File: src/hw/rtl/ltfs_pkg.sv
// Shared constants, types and codes of the lift target floor selector.
package ltfs_pkg;

    // Floor indexing and door map geometry.
    localparam int MAX_FLOORS  = 64;
    localparam int FLOOR_W     = 6;
    localparam int MAP_W       = 64;
    localparam int PROV_W      = 8;
    localparam int GROUP_SIZE  = 8;
    localparam int NUM_GROUPS  = MAP_W / GROUP_SIZE;
    localparam int IDX_W       = $clog2(GROUP_SIZE);
    localparam int GRP_W       = $clog2(NUM_GROUPS);

    // Direction codes.
    localparam logic [1:0] DIR_NONE = 2'd0;
    localparam logic [1:0] DIR_UP   = 2'd1;
    localparam logic [1:0] DIR_DOWN = 2'd2;

    // Configuration register indexes.
    localparam int CFG_IDX_W = 3;
    localparam logic [CFG_IDX_W-1:0] CFG_TOP_FLOOR    = 3'd0;
    localparam logic [CFG_IDX_W-1:0] CFG_BOTTOM_FLOOR = 3'd1;
    localparam logic [CFG_IDX_W-1:0] CFG_DOOR_MAP     = 3'd2;
    localparam logic [CFG_IDX_W-1:0] CFG_LOWER_FITTED = 3'd3;
    localparam logic [CFG_IDX_W-1:0] CFG_UPPER_FITTED = 3'd4;

    // Configuration register set.
    typedef struct packed {
        logic [FLOOR_W-1:0] highest_floor;
        logic [FLOOR_W-1:0] bottom_floor;
        logic [MAP_W-1:0]   door_floor_map;
        logic               lower_limit_fitted;
        logic               upper_limit_fitted;
    } cfg_t;

    // Load enables of the two door search stages.
    typedef struct packed {
        logic group_load;
        logic select_load;
    } search_en_t;

endpackage

File: src/hw/rtl/lift_target_floor_select_unit.sv
// Top level of the lift target floor selector: handshake, pipeline and configuration.
//
// The input channel (s_valid/s_ready) carries one item per lift trip request: the
// car level or an unknown-level flag, the requested direction, and the terminal
// limit and slowdown switch states. The result channel (m_valid/m_ready) returns
// exactly one item per input item, holding the target floor and start direction.
// The configuration channel (cfg_valid/cfg_ready, cfg_index, cfg_data) writes the
// top and bottom floors, the door floor map and the limit switch fitted flags; it
// is always ready and must be written only while no item is in flight.
// The datapath is a seven-stage pipeline: two stages reduce the car level modulo
// the top floor plus one, one runs the limit and slowdown decision tree, two search
// the door map (per-group priority, then group selection) and two reduce the result
// modulo the top floor plus one again. m_valid rises when an item reaches stage 7; an
// item may enter every cycle s_ready is high; the modulo stages with three remainder
// steps each set the stage depth. Reset clears all stage valid bits and loads the
// configuration reset values. When the receiver stalls, each stage holds while the
// one after it is full, so the pipeline fills up and s_ready drops with nothing lost.
module lift_target_floor_select_unit
    import ltfs_pkg::*;
(
    input  logic                 aclk,
    input  logic                 aresetn,
    input  logic                 s_valid,
    output logic                 s_ready,
    input  logic [FLOOR_W-1:0]   s_car_level,
    input  logic                 s_level_unknown,
    input  logic [1:0]           s_request_dir,
    input  logic                 s_at_lower_limit,
    input  logic                 s_at_upper_limit,
    input  logic                 s_in_lower_slowdown,
    input  logic                 s_in_upper_slowdown,
    output logic                 m_valid,
    input  logic                 m_ready,
    output logic [FLOOR_W-1:0]   m_goal_floor,
    output logic [1:0]           m_start_dir,
    input  logic                 cfg_valid,
    output logic                 cfg_ready,
    input  logic [CFG_IDX_W-1:0] cfg_index,
    input  logic [MAP_W-1:0]     cfg_data
);

    localparam int NUM_STAGES = 7;

    cfg_t                  cfg_reg;
    logic [FLOOR_W:0]      span;
    logic [NUM_STAGES-1:0] stage_valid_reg;
    logic [NUM_STAGES:0]   stage_ready;
    search_en_t            search_en;

    // Stage 1: first half of the level remainder.
    logic [FLOOR_W-1:0] s1_rem_reg;
    logic [2:0]         s1_low_reg;
    logic               s1_unknown_reg;
    logic [1:0]         s1_req_reg;
    logic [3:0]         s1_sw_reg;
    // Stage 2: reduced level.
    logic [FLOOR_W-1:0] s2_level_reg;
    logic               s2_unknown_reg;
    logic [1:0]         s2_req_reg;
    logic [3:0]         s2_sw_reg;
    // Stage 3: provisional target and direction.
    logic [PROV_W-1:0]  s3_tgt_next;
    logic [1:0]         s3_dir_next;
    logic [PROV_W-1:0]  s3_tgt_reg;
    logic [1:0]         s3_dir_reg;
    // Stages 4 and 5: direction alongside the door search.
    logic [1:0]         s4_dir_reg;
    logic [1:0]         s5_dir_reg;
    logic [FLOOR_W-1:0] s5_floor;
    // Stages 6 and 7: result remainder.
    logic [FLOOR_W-1:0] s6_rem_reg;
    logic [2:0]         s6_low_reg;
    logic [1:0]         s6_dir_reg;
    logic [FLOOR_W-1:0] s7_tgt_reg;
    logic [1:0]         s7_dir_reg;

    // Three restoring remainder steps; r stays below span throughout.
    function automatic logic [FLOOR_W-1:0] rem_steps(
        input logic [FLOOR_W-1:0] r_in,
        input logic [2:0]         bits,
        input logic [FLOOR_W:0]   span_in
    );
        logic [FLOOR_W:0]   t;
        logic [FLOOR_W-1:0] r;
        r = r_in;
        for (int i = 2; i >= 0; i--) begin
            t = {r, bits[i]};
            if (t >= span_in) begin
                t = t - span_in;
            end
            r = t[FLOOR_W-1:0];
        end
        return r;
    endfunction

    // Configuration registers.
    assign cfg_ready = 1'b1;

    always_ff @(posedge aclk) begin
        if (!aresetn) begin
            cfg_reg.highest_floor      <= '1;
            cfg_reg.bottom_floor       <= '0;
            cfg_reg.door_floor_map     <= '1;
            cfg_reg.lower_limit_fitted <= 1'b1;
            cfg_reg.upper_limit_fitted <= 1'b1;
        end else if (cfg_valid && cfg_ready) begin
            case (cfg_index)
                CFG_TOP_FLOOR:    cfg_reg.highest_floor <= cfg_data[FLOOR_W-1:0];
                CFG_BOTTOM_FLOOR: cfg_reg.bottom_floor <= cfg_data[FLOOR_W-1:0];
                CFG_DOOR_MAP:     cfg_reg.door_floor_map <= cfg_data;
                CFG_LOWER_FITTED: cfg_reg.lower_limit_fitted <= cfg_data[0];
                CFG_UPPER_FITTED: cfg_reg.upper_limit_fitted <= cfg_data[0];
                default: ;
            endcase
        end
    end

    assign span = {1'b0, cfg_reg.highest_floor} + 1'b1;

    // Pipeline flow control: a stage loads when it is empty or its successor loads.
    always_comb begin
        stage_ready[NUM_STAGES] = m_ready;
        for (int k = NUM_STAGES - 1; k >= 0; k--) begin
            stage_ready[k] = !stage_valid_reg[k] || stage_ready[k+1];
        end
    end

    always_ff @(posedge aclk) begin
        if (!aresetn) begin
            stage_valid_reg <= '0;
        end else begin
            if (stage_ready[0]) begin
                stage_valid_reg[0] <= s_valid;
            end
            for (int k = 1; k < NUM_STAGES; k++) begin
                if (stage_ready[k]) begin
                    stage_valid_reg[k] <= stage_valid_reg[k-1];
                end
            end
        end
    end

    assign s_ready = stage_ready[0];
    assign m_valid = stage_valid_reg[NUM_STAGES-1];

    // Stages 1 and 2: car level modulo the top floor plus one.
    always_ff @(posedge aclk) begin
        if (stage_ready[0]) begin
            s1_rem_reg     <= rem_steps('0, s_car_level[5:3], span);
            s1_low_reg     <= s_car_level[2:0];
            s1_unknown_reg <= s_level_unknown;
            s1_req_reg     <= s_request_dir;
            s1_sw_reg      <= {s_at_lower_limit, s_at_upper_limit,
                               s_in_lower_slowdown, s_in_upper_slowdown};
        end
        if (stage_ready[1]) begin
            s2_level_reg   <= rem_steps(s1_rem_reg, s1_low_reg, span);
            s2_unknown_reg <= s1_unknown_reg;
            s2_req_reg     <= s1_req_reg;
            s2_sw_reg      <= s1_sw_reg;
        end
    end

    // Stage 3: decision tree over limit and slowdown switches.
    always_comb begin
        logic [PROV_W-1:0] lvl8;
        logic [PROV_W-1:0] bot8;
        logic [PROV_W-1:0] top8;
        logic              in_band;
        logic              above_bot;
        logic              lo_lim;
        logic              up_lim;
        logic              lo_sd;
        logic              up_sd;
        lvl8 = {{(PROV_W-FLOOR_W){1'b0}}, s2_level_reg};
        bot8 = {{(PROV_W-FLOOR_W){1'b0}}, cfg_reg.bottom_floor};
        top8 = {{(PROV_W-FLOOR_W){1'b0}}, cfg_reg.highest_floor};
        in_band   = (s2_level_reg >= cfg_reg.bottom_floor);
        above_bot = (s2_level_reg > cfg_reg.bottom_floor);
        {lo_lim, up_lim, lo_sd, up_sd} = s2_sw_reg;
        s3_tgt_next = lvl8;
        s3_dir_next = s2_req_reg;
        if (!s2_unknown_reg) begin
            if (lo_lim) begin
                s3_tgt_next = in_band ? lvl8 : bot8;
                s3_dir_next = DIR_UP;
            end else if (up_lim) begin
                s3_tgt_next = in_band ? lvl8 : top8;
                s3_dir_next = DIR_DOWN;
            end else if (lo_sd) begin
                if (!cfg_reg.lower_limit_fitted) begin
                    s3_tgt_next = in_band ? lvl8 + 1'b1 : bot8 + 1'b1;
                end else begin
                    s3_tgt_next = in_band ? lvl8 : bot8;
                end
            end else if (up_sd) begin
                if (!cfg_reg.upper_limit_fitted) begin
                    s3_tgt_next = above_bot ? lvl8 - 1'b1 : top8 - 1'b1;
                end else begin
                    s3_tgt_next = above_bot ? lvl8 : top8;
                end
            end
        end else begin
            if (lo_sd) begin
                if (!cfg_reg.lower_limit_fitted || lo_lim) begin
                    s3_tgt_next = bot8 + 1'b1;
                    s3_dir_next = DIR_UP;
                end else begin
                    s3_tgt_next = bot8;
                    s3_dir_next = DIR_DOWN;
                end
            end else if (up_sd) begin
                if (!cfg_reg.upper_limit_fitted || up_lim) begin
                    s3_tgt_next = top8 - 1'b1;
                    s3_dir_next = DIR_DOWN;
                end else begin
                    s3_tgt_next = top8;
                    s3_dir_next = DIR_UP;
                end
            end else begin
                s3_tgt_next = top8;
                s3_dir_next = DIR_UP;
            end
        end
    end

    always_ff @(posedge aclk) begin
        if (stage_ready[2]) begin
            s3_tgt_reg <= s3_tgt_next;
            s3_dir_reg <= s3_dir_next;
        end
    end

    // Stages 4 and 5: nearest door floor search.
    assign search_en.group_load  = stage_ready[3];
    assign search_en.select_load = stage_ready[4];

    ltfs_door_search u_door_search (
        .aclk      (aclk),
        .en        (search_en),
        .cfg       (cfg_reg),
        .tgt_in    (s3_tgt_reg),
        .dir_in    (s3_dir_reg),
        .floor_out (s5_floor)
    );

    always_ff @(posedge aclk) begin
        if (stage_ready[3]) begin
            s4_dir_reg <= s3_dir_reg;
        end
        if (stage_ready[4]) begin
            s5_dir_reg <= s4_dir_reg;
        end
    end

    // Stages 6 and 7: result modulo the top floor plus one; stage 7 is the output register.
    always_ff @(posedge aclk) begin
        if (stage_ready[5]) begin
            s6_rem_reg <= rem_steps('0, s5_floor[5:3], span);
            s6_low_reg <= s5_floor[2:0];
            s6_dir_reg <= s5_dir_reg;
        end
        if (stage_ready[6]) begin
            s7_tgt_reg <= rem_steps(s6_rem_reg, s6_low_reg, span);
            s7_dir_reg <= s6_dir_reg;
        end
    end

    assign m_goal_floor = s7_tgt_reg;
    assign m_start_dir  = s7_dir_reg;

    // The reduced level never exceeds the top floor.
    assert property (@(posedge aclk) disable iff (!aresetn)
        stage_valid_reg[1] |-> s2_level_reg <= cfg_reg.highest_floor)
        else $error("reduced level above top floor");

    // A delivered target floor never exceeds the top floor.
    assert property (@(posedge aclk) disable iff (!aresetn)
        m_valid |-> m_goal_floor <= cfg_reg.highest_floor)
        else $error("target floor above top floor");

    // The input side only stalls when every stage is full and the receiver stalls.
    assert property (@(posedge aclk) disable iff (!aresetn)
        !s_ready |-> (&stage_valid_reg) && !m_ready)
        else $error("input stalled with room in the pipeline");

    // A stalled result keeps its valid bit into the next cycle.
    assert property (@(posedge aclk) disable iff (!aresetn)
        stage_valid_reg[NUM_STAGES-1] && !m_ready |=> stage_valid_reg[NUM_STAGES-1])
        else $error("stalled result dropped");

endmodule

File: src/hw/rtl/ltfs_door_search.sv
// Two-stage search for the nearest floor with a shaft door, up or down.
module ltfs_door_search
    import ltfs_pkg::*;
(
    input  logic               aclk,
    input  search_en_t         en,
    input  cfg_t               cfg,
    input  logic [PROV_W-1:0]  tgt_in,
    input  logic [1:0]         dir_in,
    output logic [FLOOR_W-1:0] floor_out
);

    logic [MAP_W-1:0]     cand_mask;
    logic [NUM_GROUPS-1:0] grp_hit_next;
    logic [IDX_W-1:0]     grp_idx_next [NUM_GROUPS];
    logic [NUM_GROUPS-1:0] grp_hit_reg;
    logic [IDX_W-1:0]     grp_idx_reg [NUM_GROUPS];
    logic                 up_next;
    logic                 up_reg;
    logic [FLOOR_W-1:0]   fallback_next;
    logic [FLOOR_W-1:0]   fallback_reg;
    logic [FLOOR_W-1:0]   floor_next;
    logic [FLOOR_W-1:0]   floor_reg;

    // Candidate floors: door present and inside the search window.
    always_comb begin
        logic [PROV_W-1:0] f8;
        up_next = (dir_in == DIR_UP);
        fallback_next = up_next ? cfg.highest_floor : cfg.bottom_floor;
        for (int f = 0; f < MAP_W; f++) begin
            f8 = PROV_W'(f);
            if (up_next) begin
                cand_mask[f] = cfg.door_floor_map[f] && (f < MAX_FLOORS) &&
                               (f8 >= tgt_in) &&
                               (f8 <= {{(PROV_W-FLOOR_W){1'b0}}, cfg.highest_floor});
            end else begin
                cand_mask[f] = cfg.door_floor_map[f] && (f < MAX_FLOORS) &&
                               (f8 <= tgt_in) &&
                               (f8 >= {{(PROV_W-FLOOR_W){1'b0}}, cfg.bottom_floor});
            end
        end
    end

    // Per-group priority: lowest hit going up, highest hit going down.
    always_comb begin
        for (int g = 0; g < NUM_GROUPS; g++) begin
            grp_hit_next[g] = |cand_mask[g*GROUP_SIZE +: GROUP_SIZE];
            grp_idx_next[g] = '0;
            if (up_next) begin
                for (int b = GROUP_SIZE - 1; b >= 0; b--) begin
                    if (cand_mask[g*GROUP_SIZE + b]) begin
                        grp_idx_next[g] = IDX_W'(b);
                    end
                end
            end else begin
                for (int b = 0; b < GROUP_SIZE; b++) begin
                    if (cand_mask[g*GROUP_SIZE + b]) begin
                        grp_idx_next[g] = IDX_W'(b);
                    end
                end
            end
        end
    end

    always_ff @(posedge aclk) begin
        if (en.group_load) begin
            grp_hit_reg  <= grp_hit_next;
            grp_idx_reg  <= grp_idx_next;
            up_reg       <= up_next;
            fallback_reg <= fallback_next;
        end
    end

    // Group selection, falling back to the terminal floor when nothing hits.
    always_comb begin
        floor_next = fallback_reg;
        if (up_reg) begin
            for (int g = NUM_GROUPS - 1; g >= 0; g--) begin
                if (grp_hit_reg[g]) begin
                    floor_next = {GRP_W'(g), grp_idx_reg[g]};
                end
            end
        end else begin
            for (int g = 0; g < NUM_GROUPS; g++) begin
                if (grp_hit_reg[g]) begin
                    floor_next = {GRP_W'(g), grp_idx_reg[g]};
                end
            end
        end
    end

    always_ff @(posedge aclk) begin
        if (en.select_load) begin
            floor_reg <= floor_next;
        end
    end

    assign floor_out = floor_reg;

endmodule
File: config.mk
export PLATFORM = sky130hd
export DESIGN_NAME = lift_target_floor_select_unit
export DESIGN_NICKNAME = d
export VERILOG_FILES = /design/src/hw/rtl/ltfs_pkg.sv /design/src/hw/rtl/lift_target_floor_select_unit.sv /design/src/hw/rtl/ltfs_door_search.sv
export SDC_FILE = /design/constraint.sdc
export NUM_CORES = 1
export LEC_CHECK = 0
export BUFFER_PORTS_ARGS = -buffer_cell sky130_fd_sc_hd__buf_2
export CORE_UTILIZATION = 45
export DETAILED_ROUTE_END_ITERATION = 10
export PLACE_DENSITY = 0.64
export SYNTH_ARGS = -nofsm -noshare
export SYNTH_HDL_FRONTEND = slang
export SYNTH_SLANG_ARGS = --single-unit
File: constraint.sdc
create_clock -name aclk -period 6.09 [get_ports aclk]
set_clock_uncertainty 0.2 [all_clocks]
set_input_delay 1.218 -clock aclk [delete_from_list [all_inputs] [get_ports aclk]]
set_output_delay 1.218 -clock aclk [all_outputs]
set_load 0.05 [all_outputs]
Word level (Yosys, flattened, before mapping)

Index checks and enable logic that the tools add are counted.

Reduce and logical (&&, ||, !) cells: 286
Equality and inequality tests: 5
Magnitude comparators: 268
Div/mod/pow operators: 0
$add $sub $neg: 17
Multiplexer cells: 253
Shifts and indexed selects: 0
$mul: 0
Bitwise operators: 0

Operator list:

| cell               | count |
|---|---|
| $mux 3             | 108 |
| $ge 6x8->1 const A | 32 |
| $le 6x8->1 const A | 32 |
| $logic_and 1x1->1  | 254 |
| $mux 6             | 41 |
| $le 6x6->1 const A | 32 |
| $ge 6x6->1 const A | 31 |
| $ge 5x8->1 const A | 16 |
| $le 5x8->1 const A | 16 |
| $ge 5x6->1 const A | 16 |
| $le 5x6->1 const A | 16 |
| $mux 8             | 12 |
| $mux 1             | 72 |
| $ge 7x7->1         | 10 |
| $ge 4x8->1 const A | 8 |
| $le 4x8->1 const A | 8 |
| $reduce_or 8->1    | 8 |
| $sub 6x6->6        | 10 |
| $ge 4x6->1 const A | 8 |
| $le 4x6->1 const A | 8 |
| $mux 2             | 19 |
| $ge 3x8->1 const A | 4 |
| $le 3x8->1 const A | 4 |
| $ge 3x6->1 const A | 4 |
| other kinds (24)   | 60 |

Bits in read-only memories: 0
Memories: 0
Output and inout bits: 11
RAM bits: 0
Word-level logic and storage cells: 871
Bits in latches: 0
Register bits: 192

Logic depth before layout (Yosys ltp)

Gate-level depths: netlist of run 1.

Word-level depth: 14
Depth in mapped cells: 29
Mapped depth without buffers: 27

By module

Synthesis of run 1 repeated with hierarchy kept, for this count alone.

Cell total of the unflattened synthesis: 2,038
Area, all modules: 16,299.4 sq um

Modules (own cells, without submodules):

| module                        | area an instance (sq um) | instances | cells each |
|---|---|---|---|
| lift_target_floor_select_unit | 10,309.9                 | 1         | 1,201 |
| ltfs_door_search              | 5,989.5                  | 1         | 837 |

Worst setup path after synthesis of run 1

OpenSTA, ideal clock, no wires.

Path type: register -> register
Start point: register cfg_reg[72] (netlist bit)
End point: register s2_level_reg[4], data pin
Setup time: 0.261 ns
Setup slack: -0.615 ns
Arrival time: 6.244 ns
Period minus slack after synthesis: 6.705 ns
Data required time: 5.629 ns
Cell stages (with the launch flop): 25
Path through: dfxtp_1 -> clkbuf_1 -> inv_1 -> ha_1 -> clkbuf_1 -> clkbuf_1 -> xnor2_1 -> ha_1 -> o21a_1 -> o31ai_1 -> a21oi_1 -> a211o_1 -> xnor3_1 -> or4_4 -> o21a_1 -> a2bb2oi_2 -> inv_1 -> ha_1 -> a21oi_1 -> o21bai_1 -> maj3_1 -> xnor2_1 -> and3_1 -> a211o_1 -> a311o_1

Longest elaborated chain between the ends: 9
Elaborated cells between the ends (all ways): 12
Those cells by class: add/sub: 4; order compare: 3; mux: 5

RTL lines:

| item                                      | line                                                                     | text |
|---|---|---|
| start, declared                           | lift_target_floor_select_unit.sv:44                                      | `cfg_t cfg_reg;` |
| $add 6x1->7 (*)                           | lift_target_floor_select_unit.sv:118                                     | `assign span = {1'b0, cfg_reg.highest_floor} + 1'b1;` |
| $sub 6x6->6 or $ge 7x7->1 (tied branches) | lift_target_floor_select_unit.sv:89, lift_target_floor_select_unit.sv:88 |  |
| $mux 6                                    | lift_target_floor_select_unit.sv:88                                      | `if (t >= span_in) begin` |
| $mux 6                                    | lift_target_floor_select_unit.sv:156                                     | `if (stage_ready[1]) begin` |
| $sub 6x6->6 or $ge 7x7->1 (tied branches) | lift_target_floor_select_unit.sv:89, lift_target_floor_select_unit.sv:88 |  |
| $mux 6                                    | lift_target_floor_select_unit.sv:88                                      |  |
| $mux 6                                    | lift_target_floor_select_unit.sv:156                                     |  |
| $sub 6x6->6 or $ge 7x7->1 (tied branches) | lift_target_floor_select_unit.sv:89, lift_target_floor_select_unit.sv:88 |  |
| $mux 6 (*)                                | lift_target_floor_select_unit.sv:88                                      |  |
| end signal, assigned                      | lift_target_floor_select_unit.sv:157                                     | `s2_level_reg <= rem_steps(s1_rem_reg, s1_low_reg, span);` |
| end, declared                             | lift_target_floor_select_unit.sv:57                                      | `logic [FLOOR_W-1:0] s2_level_reg;` |

Mark *: on every way between the ends. The rest lies on a longest branch, timed or not. The select of a mux whose other input is x is not followed.
A chain may end at the register's enable or synchronous reset.

Worst setup path after layout of run 1

Start point: register cfg_reg[73] (netlist bit)
End point: register s2_level_reg[2], data pin

Longest elaborated chain between the ends: 9
Elaborated cells between the ends (all ways): 12
Those cells by class: add/sub: 4; order compare: 3; mux: 5

RTL lines:

| item                                      | line |
|---|---|
| $add 6x1->7 (*)                           | lift_target_floor_select_unit.sv:118 |
| $sub 6x6->6 or $ge 7x7->1 (tied branches) | lift_target_floor_select_unit.sv:89, lift_target_floor_select_unit.sv:88 |
| $mux 6                                    | lift_target_floor_select_unit.sv:88 |
| $mux 6                                    | lift_target_floor_select_unit.sv:156 |
| $ge 7x7->1 or $sub 6x6->6 (tied branches) | lift_target_floor_select_unit.sv:88, lift_target_floor_select_unit.sv:89 |
| $mux 6                                    | lift_target_floor_select_unit.sv:88 |
| $mux 6                                    | lift_target_floor_select_unit.sv:156 |
| $sub 6x6->6 or $ge 7x7->1 (tied branches) | lift_target_floor_select_unit.sv:89, lift_target_floor_select_unit.sv:88 |
| $mux 6 (*)                                | lift_target_floor_select_unit.sv:88 |

Marked as above.

==> reports/metrics.yaml, run 1 <==
hp-class: "flip-flop to flip-flop"
drt-total-wl_um: 59400
critical_path.top_delay_family: "simple AND/OR/NAND/NOR gates"
grt_pass1_wl_um: 90600
clkTransAtPathRegs_ps: 70
drive_above_1_share_pct: 12.0
status: "complete, but fails checks"
hpwl_um: 44500
nets: 2333
port_buffers: 94
ios: 96
r2r_cells: 24
cts_tree: "built"
max_slew.worst_pin.slew_ps: 1460
syn_inst: 2135
crit_arrival_ps: 5820
ys_seq_elements: 192
firstDrtPassIters: 6
place.gp.congestion: 1.06
vias: 16400
cpMostUsedCell: "nand2_1"
cp.depth: 24
synthesis.nets: 2290
grt.overflow.total: 0
nFillCells: 3410
end_kind: "flip-flop"
h-tree-depth: 4
detail-route-antenna-nets: 0
finalCritPeriodShare_pct: 95.5
ctsHoldBuffers: 0
crit_type: "flip-flop to flip-flop"
r2r-end: "s2_level_reg[2]$_DFFE_PP_"
initial_core_util_pct: 46.1
cts-buffers-inserted: 17
final_cells: 2647
reg2reg_slack_ps: 270
slew_violations: 0
finalInstanceArea_mm2: 0.0178
largest_register_ffs: 78
synth_cell_types: 98
grt_pass1_vias: 15200
grt_start_max_net_pins: 86
slowest_stage: "or4_4"
syn_avg_cell_area_um2: 7.52
violations: "max-capacitance violations"
syn_area_mm2: 0.0161
worst-path-buf-inv: 2
core-area_mm2: 0.0348
final_cell_mix: "nand2_1 (347), a21oi_1 (189), nor2_1 (174)"
cellPowerDensity_mw_per_mm2: 437
critPathLaunchType: "flip-flop"
slew_headroom_pct: 1.04
p_leak_uw: 0.00730
synthFlopType: "edfxtp_1"
synth_edf_count: 107
max_stage_delay_ps: 540
drcViolationCount: 0
antenna_found_initial: 0
hold_viol: 0
finalPower_uw: 7790
clk_latency_ps: 450
drt_iter0_drc: 1855
p_comb_share_pct: 60.3
clock_sinks: 192
max_cap_violations: 1
critPathLaunch: "cfg_reg[73]$_SDFFE_PN1P_"
place_inst: 2609
ir_drop_v: 0.000400
switchingPower_uw: 3560
grtUsageTotal_pct: 32.6
crit_chain: "ha_4, xor2_4, inv_2, ha_4, o311a_1, o22ai_1, a211o_1, nand2_1, nand2_1, xnor2_1, ha_1, nand2_1, or4_4, o21a_1, nor2_2, xnor2_2, inv_1, ha_1, and4_1, o21a_1, or3_4, a31oi_4, o21ai_2, mux2_1"
period_needed_ps: 5820
synth-seq-area-share_pct: 30.6
place_area_mm2: 0.0171
rows: 68
rr_startpoint: "cfg_reg[73]$_SDFFE_PN1P_"
wire_per_inst_um: 22.5
cp_max_fo: 8
die_x_um: 191
syn_to_final_growth_pct: 11.1
layout_commonest_cell: "nand2_1"
fmax_mhz: 172
clock_path_buffers: 2
yosysWarnings: 0
endpoint: "s2_level_reg[2]$_DFFE_PP_"
die-area_mm2: 0.0364
root_buffer: "clkbuf_16"
finalSetupViolCount: 0
clkPwrFrac_pct: 14.6
p_sw_share_pct: 45.8
sequentialPowerShare_pct: 25.1
synthArstFlopShare_pct: 0
required_ps: 6090
intPower_uw: 4220
vias_per_cell: 6.20
fp.dieH_um: 191
whs_ps: 217
timing repair:
item                       CTS  global route
buffers inserted             0             5
pin swaps                    0             5
setup endpoints to repair    4            22
resized for setup            1            21
worst reg2reg max path: cells and delay by family (launching register included):
family	cells	cell delay [ps]
mux	1	310
simple gates	7	1550
compound gates	7	1310
buf+inv	2	190
flops	1	400
fa+ha+maj	4	1140
xor+xnor	3	470
per-layer routing:
metal,vias up,wire length (um),global-route usage (%)
met5,-,94,1.92
met4,2,1790,10.9
met3,127,5980,8.11
met2,789,24500,46.4
met1,7719,27100,47.3
li1,7779,-,-
synthesized netlist by cell type (16+ instances only):
cell type,n,area [um2]
nor2b_1,30,188
nand2_1,348,1310
clkbuf_1,108,405
o31ai_1,17,128
o21ai_0,163,816
a21oi_1,193,966
inv_1,84,315
buf_1,20,75.1
nor2_1,177,664
and2_1,18,113
edfxtp_1,107,3210
a31oi_1,32,200
dfxtp_1,85,1700
or3_1,16,100
nand2b_1,35,219
mux2i_1,29,290
ha_1,70,876
o211ai_1,20,150
and3_1,27,169
xnor2_1,77,674
nor3_1,38,190
a211oi_1,21,158
nand3_1,130,651
power groups by stage:
stage | combinational [uW] | clock [uW] | sequential (uW)
CTS | 4450 | 1160 | 1940
global route | 5140 | 1210 | 1980
finish | 4690 | 1140 | 1950
detailed placement | 4400 | 0 | 1970
global placement | 4330 | 0 | 1970
floorplan | 3370 | 0 | 1900
how the worst min path moves through the flow:
stage | startpoint | to | slack, ps | cells after the start
finish | s1_sw_reg[1]$_DFFE_PP_ | s2_sw_reg[1]$_DFFE_PP_ | 220 | 0
global placement | s1_sw_reg[1]$_DFFE_PP_ | s2_sw_reg[1]$_DFFE_PP_ | 200 | 0
CTS | s4_dir_reg[1]$_DFFE_PP_ | s5_dir_reg[1]$_DFFE_PP_ | 220 | 0
detailed placement | s1_sw_reg[0]$_DFFE_PP_ | s2_sw_reg[0]$_DFFE_PP_ | 200 | 0
floorplan | s6_dir_reg[0]$_DFFE_PP_ | m_start_dir[0]$_DFFE_PP_ | 200 | 0
global route | s4_dir_reg[1]$_DFFE_PP_ | s5_dir_reg[1]$_DFFE_PP_ | 220 | 0
cell families after synthesis:
logic type | count (synthesis) | share of synthesized area, %
and+or+nand+nor | 879 | 25.1
AOI/OAI and AO/OA | 618 | 24.2
buffers and inverters | 227 | 5.38
DFF | 192 | 30.6
xor gates and xnor gates | 94 | 5.58
adders and majority gates | 83 | 6.27
muxes | 41 | 2.79
other | 1 | 0.0234
area by class of cell:
| class | count | area, um2 | share of cell area [%] |
|---|---|---|---|
| Sequential cell | 192 | 4920 | 27.6 |
| Inverter | 92 | 345 | 1.94 |
| Timing Repair Buffer | 159 | 958 | 5.37 |
| Multi-Input combinational cell | 1716 | 10400 | 58.6 |
| Clock buffer | 25 | 532 | 2.98 |
| Tap cell | 455 | 569 | 3.19 |
| Antenna cell | 1 | 2.50 | 0.0140 |
| Clock inverter | 7 | 61.3 | 0.344 |
per-stage QoR:
step	setup TNS (ps)	worst slack (ps)	util, %
after floorplan	0	5.95	-
after global placement	0	99.1	49.1
after detailed placement	-12.0	-9.50	49.1
after CTS	0	63.2	50.9
after global routing	-88.1	-28.3	51.2
final	0	272	51.3
No activity file was read; power rests on OpenSTA's default activity.
==> run 2, diff against run 1 <==
- PLACE_DENSITY: 0.64 -> 0.73
==> run 2 against run 1 <==
The flow now finishes without violations; register-to-register slack about the same; routed wire length fell by 3.7%; non-clock buffer count is 1 higher; sequential share of layout area is essentially flat; critical path type unchanged; critical endpoint is now s2_level_reg[4]$_DFFE_PP_; largest cell class unchanged; largest power group unchanged.
==> reports/metrics.yaml, run 2 (synthesized netlist as in run 1, its figures left out) <==
cts-buffers-inserted: 17  # unchanged
pre_cts_slack_ps: -59.6  # was -9.50 ps
max_slew.worst_pin.slew_ps: 1170  # was 1460 ps
clkPwrFrac_pct: 14.7  # was 14.6%
crit_arrival_ps: 5850  # was 5820 ps
max_cap_violations: 0  # was 1
h-tree-depth: 4  # unchanged
finalCritPeriodShare_pct: 95.8  # was 95.5%
met2_usage_pct: 46.7  # was 46.4%
nets: 2334  # was 2,333
rows: 68  # unchanged
hold_viol: 0  # unchanged
clock_path_buffers: 2  # unchanged
vias: 16800  # was 16,400
intPower_uw: 4170  # was 4220 uW
setup_ws_ps: 259  # was 272 ps
p_leak_uw: 0.00729  # was 0.00730 uW
hpwl_um: 42200  # was 44,500 um
detail-route-antenna-nets: 0  # unchanged
final_cell_mix: "nand2_1 (347), a21oi_1 (191), nor2_1 (174)"  # was nand2_1 (347), a21oi_1 (189), nor2_1 (174)
critPathLaunchType: "flip-flop"  # unchanged
period_needed_ps: 5830  # was 5820 ps
clk_latency_ps: 470  # was 450 ps
core-area_mm2: 0.0348  # unchanged
initial_core_util_pct: 46.1  # unchanged
grt.overflow.total: 0  # unchanged
ir_drop_v: 0.000380  # was 0.000400 V
hp-class: "flip-flop to flip-flop"  # unchanged
die-area_mm2: 0.0364  # unchanged
drt_iter0_drc: 2008  # was 1,855
required_ps: 6110  # was 6090 ps
root_buffer: "clkbuf_16"  # unchanged
grt_pass1_wl_um: 88200  # was 90,600 um
largest_register_ffs: 78  # unchanged
clkTransAtPathRegs_ps: 80  # was 70 ps
fmax_mhz: 171  # was 172 MHz
cellPowerDensity_mw_per_mm2: 434  # was 437 mW/mm2
grtUsageTotal_pct: 31.4  # was 32.6%
syn_to_final_growth_pct: 11.1  # about the same
sequentialPowerShare_pct: 25.2  # was 25.1%
cp_max_fo: 7  # was 8
switchingPower_uw: 3580  # was 3560 uW
crit_type: "flip-flop to flip-flop"  # unchanged
antenna_found_initial: 2  # was 0
finalInstanceArea_mm2: 0.0178  # about the same
clock_sinks: 192  # unchanged
port_buffers: 94  # unchanged
status: "finished, final reports clean"  # was complete, but fails checks
end_kind: "flip-flop"  # unchanged
place.gp.congestion: 1.03  # was 1.06
gr-max-usage-layer: "met2"  # was met1
vias_per_cell: 6.34  # was 6.20
cts_tree: "built"  # unchanged
slew_headroom_pct: 21.2  # was 1.04%
die_x_um: 191  # unchanged
ios: 96  # unchanged
grt_pass1_vias: 15400  # was 15,200
wire_per_inst_um: 21.6  # was 22.5 um
layout_commonest_cell: "nand2_1"  # unchanged
grtUsageMet3_pct: 7.55  # was 8.11%
finalSetupViolCount: 0  # unchanged
grt_start_max_net_pins: 86  # unchanged
drive_above_1_share_pct: 11.9  # was 12.0%
p_comb_share_pct: 60.1  # was 60.3%
place_area_mm2: 0.0171  # about the same
slew_violations: 0  # unchanged
fp.dieH_um: 191  # unchanged
firstDrtPassIters: 7  # was 6
drcViolationCount: 0  # unchanged
drt-total-wl_um: 57300  # was 59,400 um
p_sw_share_pct: 46.2  # was 45.8%
grtUsageMet1_pct: 42.9  # was 47.3%
-- run 2: critical path: stages (launching register included) --
cell       delay (ps)
dfxtp_4           400
ha_4              170
xor2_4            180
inv_4              90
ha_4              300
o311a_1           170
o22ai_1           100
a211o_1           340
nand2_2           110
nand2_1            70
xnor2_1           150
ha_1              340
nand2_1            80
or4_4             540
o21a_1            250
a2bb2oi_2         180
inv_1             110
ha_1              290
a21oi_1           210
o21bai_1          100
maj3_1            370
xnor2_1           170
and3_1            200
a211o_1           210
a311o_1           260
-- run 2: worst paths after layout --
path / slack, ps / to / start / depth (start not counted)
setup / recovery: 260 / s2_level_reg[4]$_DFFE_PP_ / cfg_reg[73]$_SDFFE_PN1P_ / 24
hold / removal: 220 / s6_low_reg[2]$_DFFE_PP_ / u_door_search.floor_out[2]$_DFFE_PP_ / 0
setup reg to reg: 260 / s2_level_reg[4]$_DFFE_PP_ / cfg_reg[73]$_SDFFE_PN1P_ / 24
hold reg to reg: 220 / s6_low_reg[2]$_DFFE_PP_ / u_door_search.floor_out[2]$_DFFE_PP_ / 0
-- run 2: stage by stage --
stage          total power, uW  setup TNS [ps]  util (%)  std cells  hold WS (ps)
6_report                  7740               0      51.3       2648           218
2_1_floorplan             5260               0         -       2135           200
5_1_grt                   8260           -81.3      51.3       2647           218
3_5_place_dp              6340            -152      49.2       2610           205
3_3_place_gp              6240               0      49.2       2610           201
4_1_cts                   7520               0      50.9       2642           222
-- run 2: power groups by stage --
stage	logic [uW]	clock network (uW)	registers (uW)
2_1_floorplan	3370	0	1900
3_3_place_gp	4280	0	1960
3_5_place_dp	4380	0	1960
4_1_cts	4440	1150	1940
5_1_grt	5100	1190	1970
6_report	4660	1140	1950
-- run 2: layer usage --
metal  wire, um  part of all wire [%]
met1      24500                    43
met2      24500                    43
met3       5870                    10
met4       2380                   4.2
met5          0                     0
-- run 2: area by class of cell --
| type | count | area (um2) |
|---|---|---|
| fill | 3340 | 17000 |
| tap | 455 | 569 |
| multi-input combinational | 1716 | 10400 |
| clock inverter | 13 | 120 |
| sequential | 192 | 4920 |
| inverter | 92 | 348 |
| antenna | 1 | 2.50 |
| clock buffer | 19 | 464 |
| timing repair buffer | 160 | 978 |
-- run 2: what timing repair did --
action | CTS | global route
hold buffers | 0 | 0
gates resized for setup | 2 | 18
pin swaps | 1 | 8
endpoints found under the setup margin | 5 | 20
buffers inserted | 0 | 5
cloned | 0 | 0
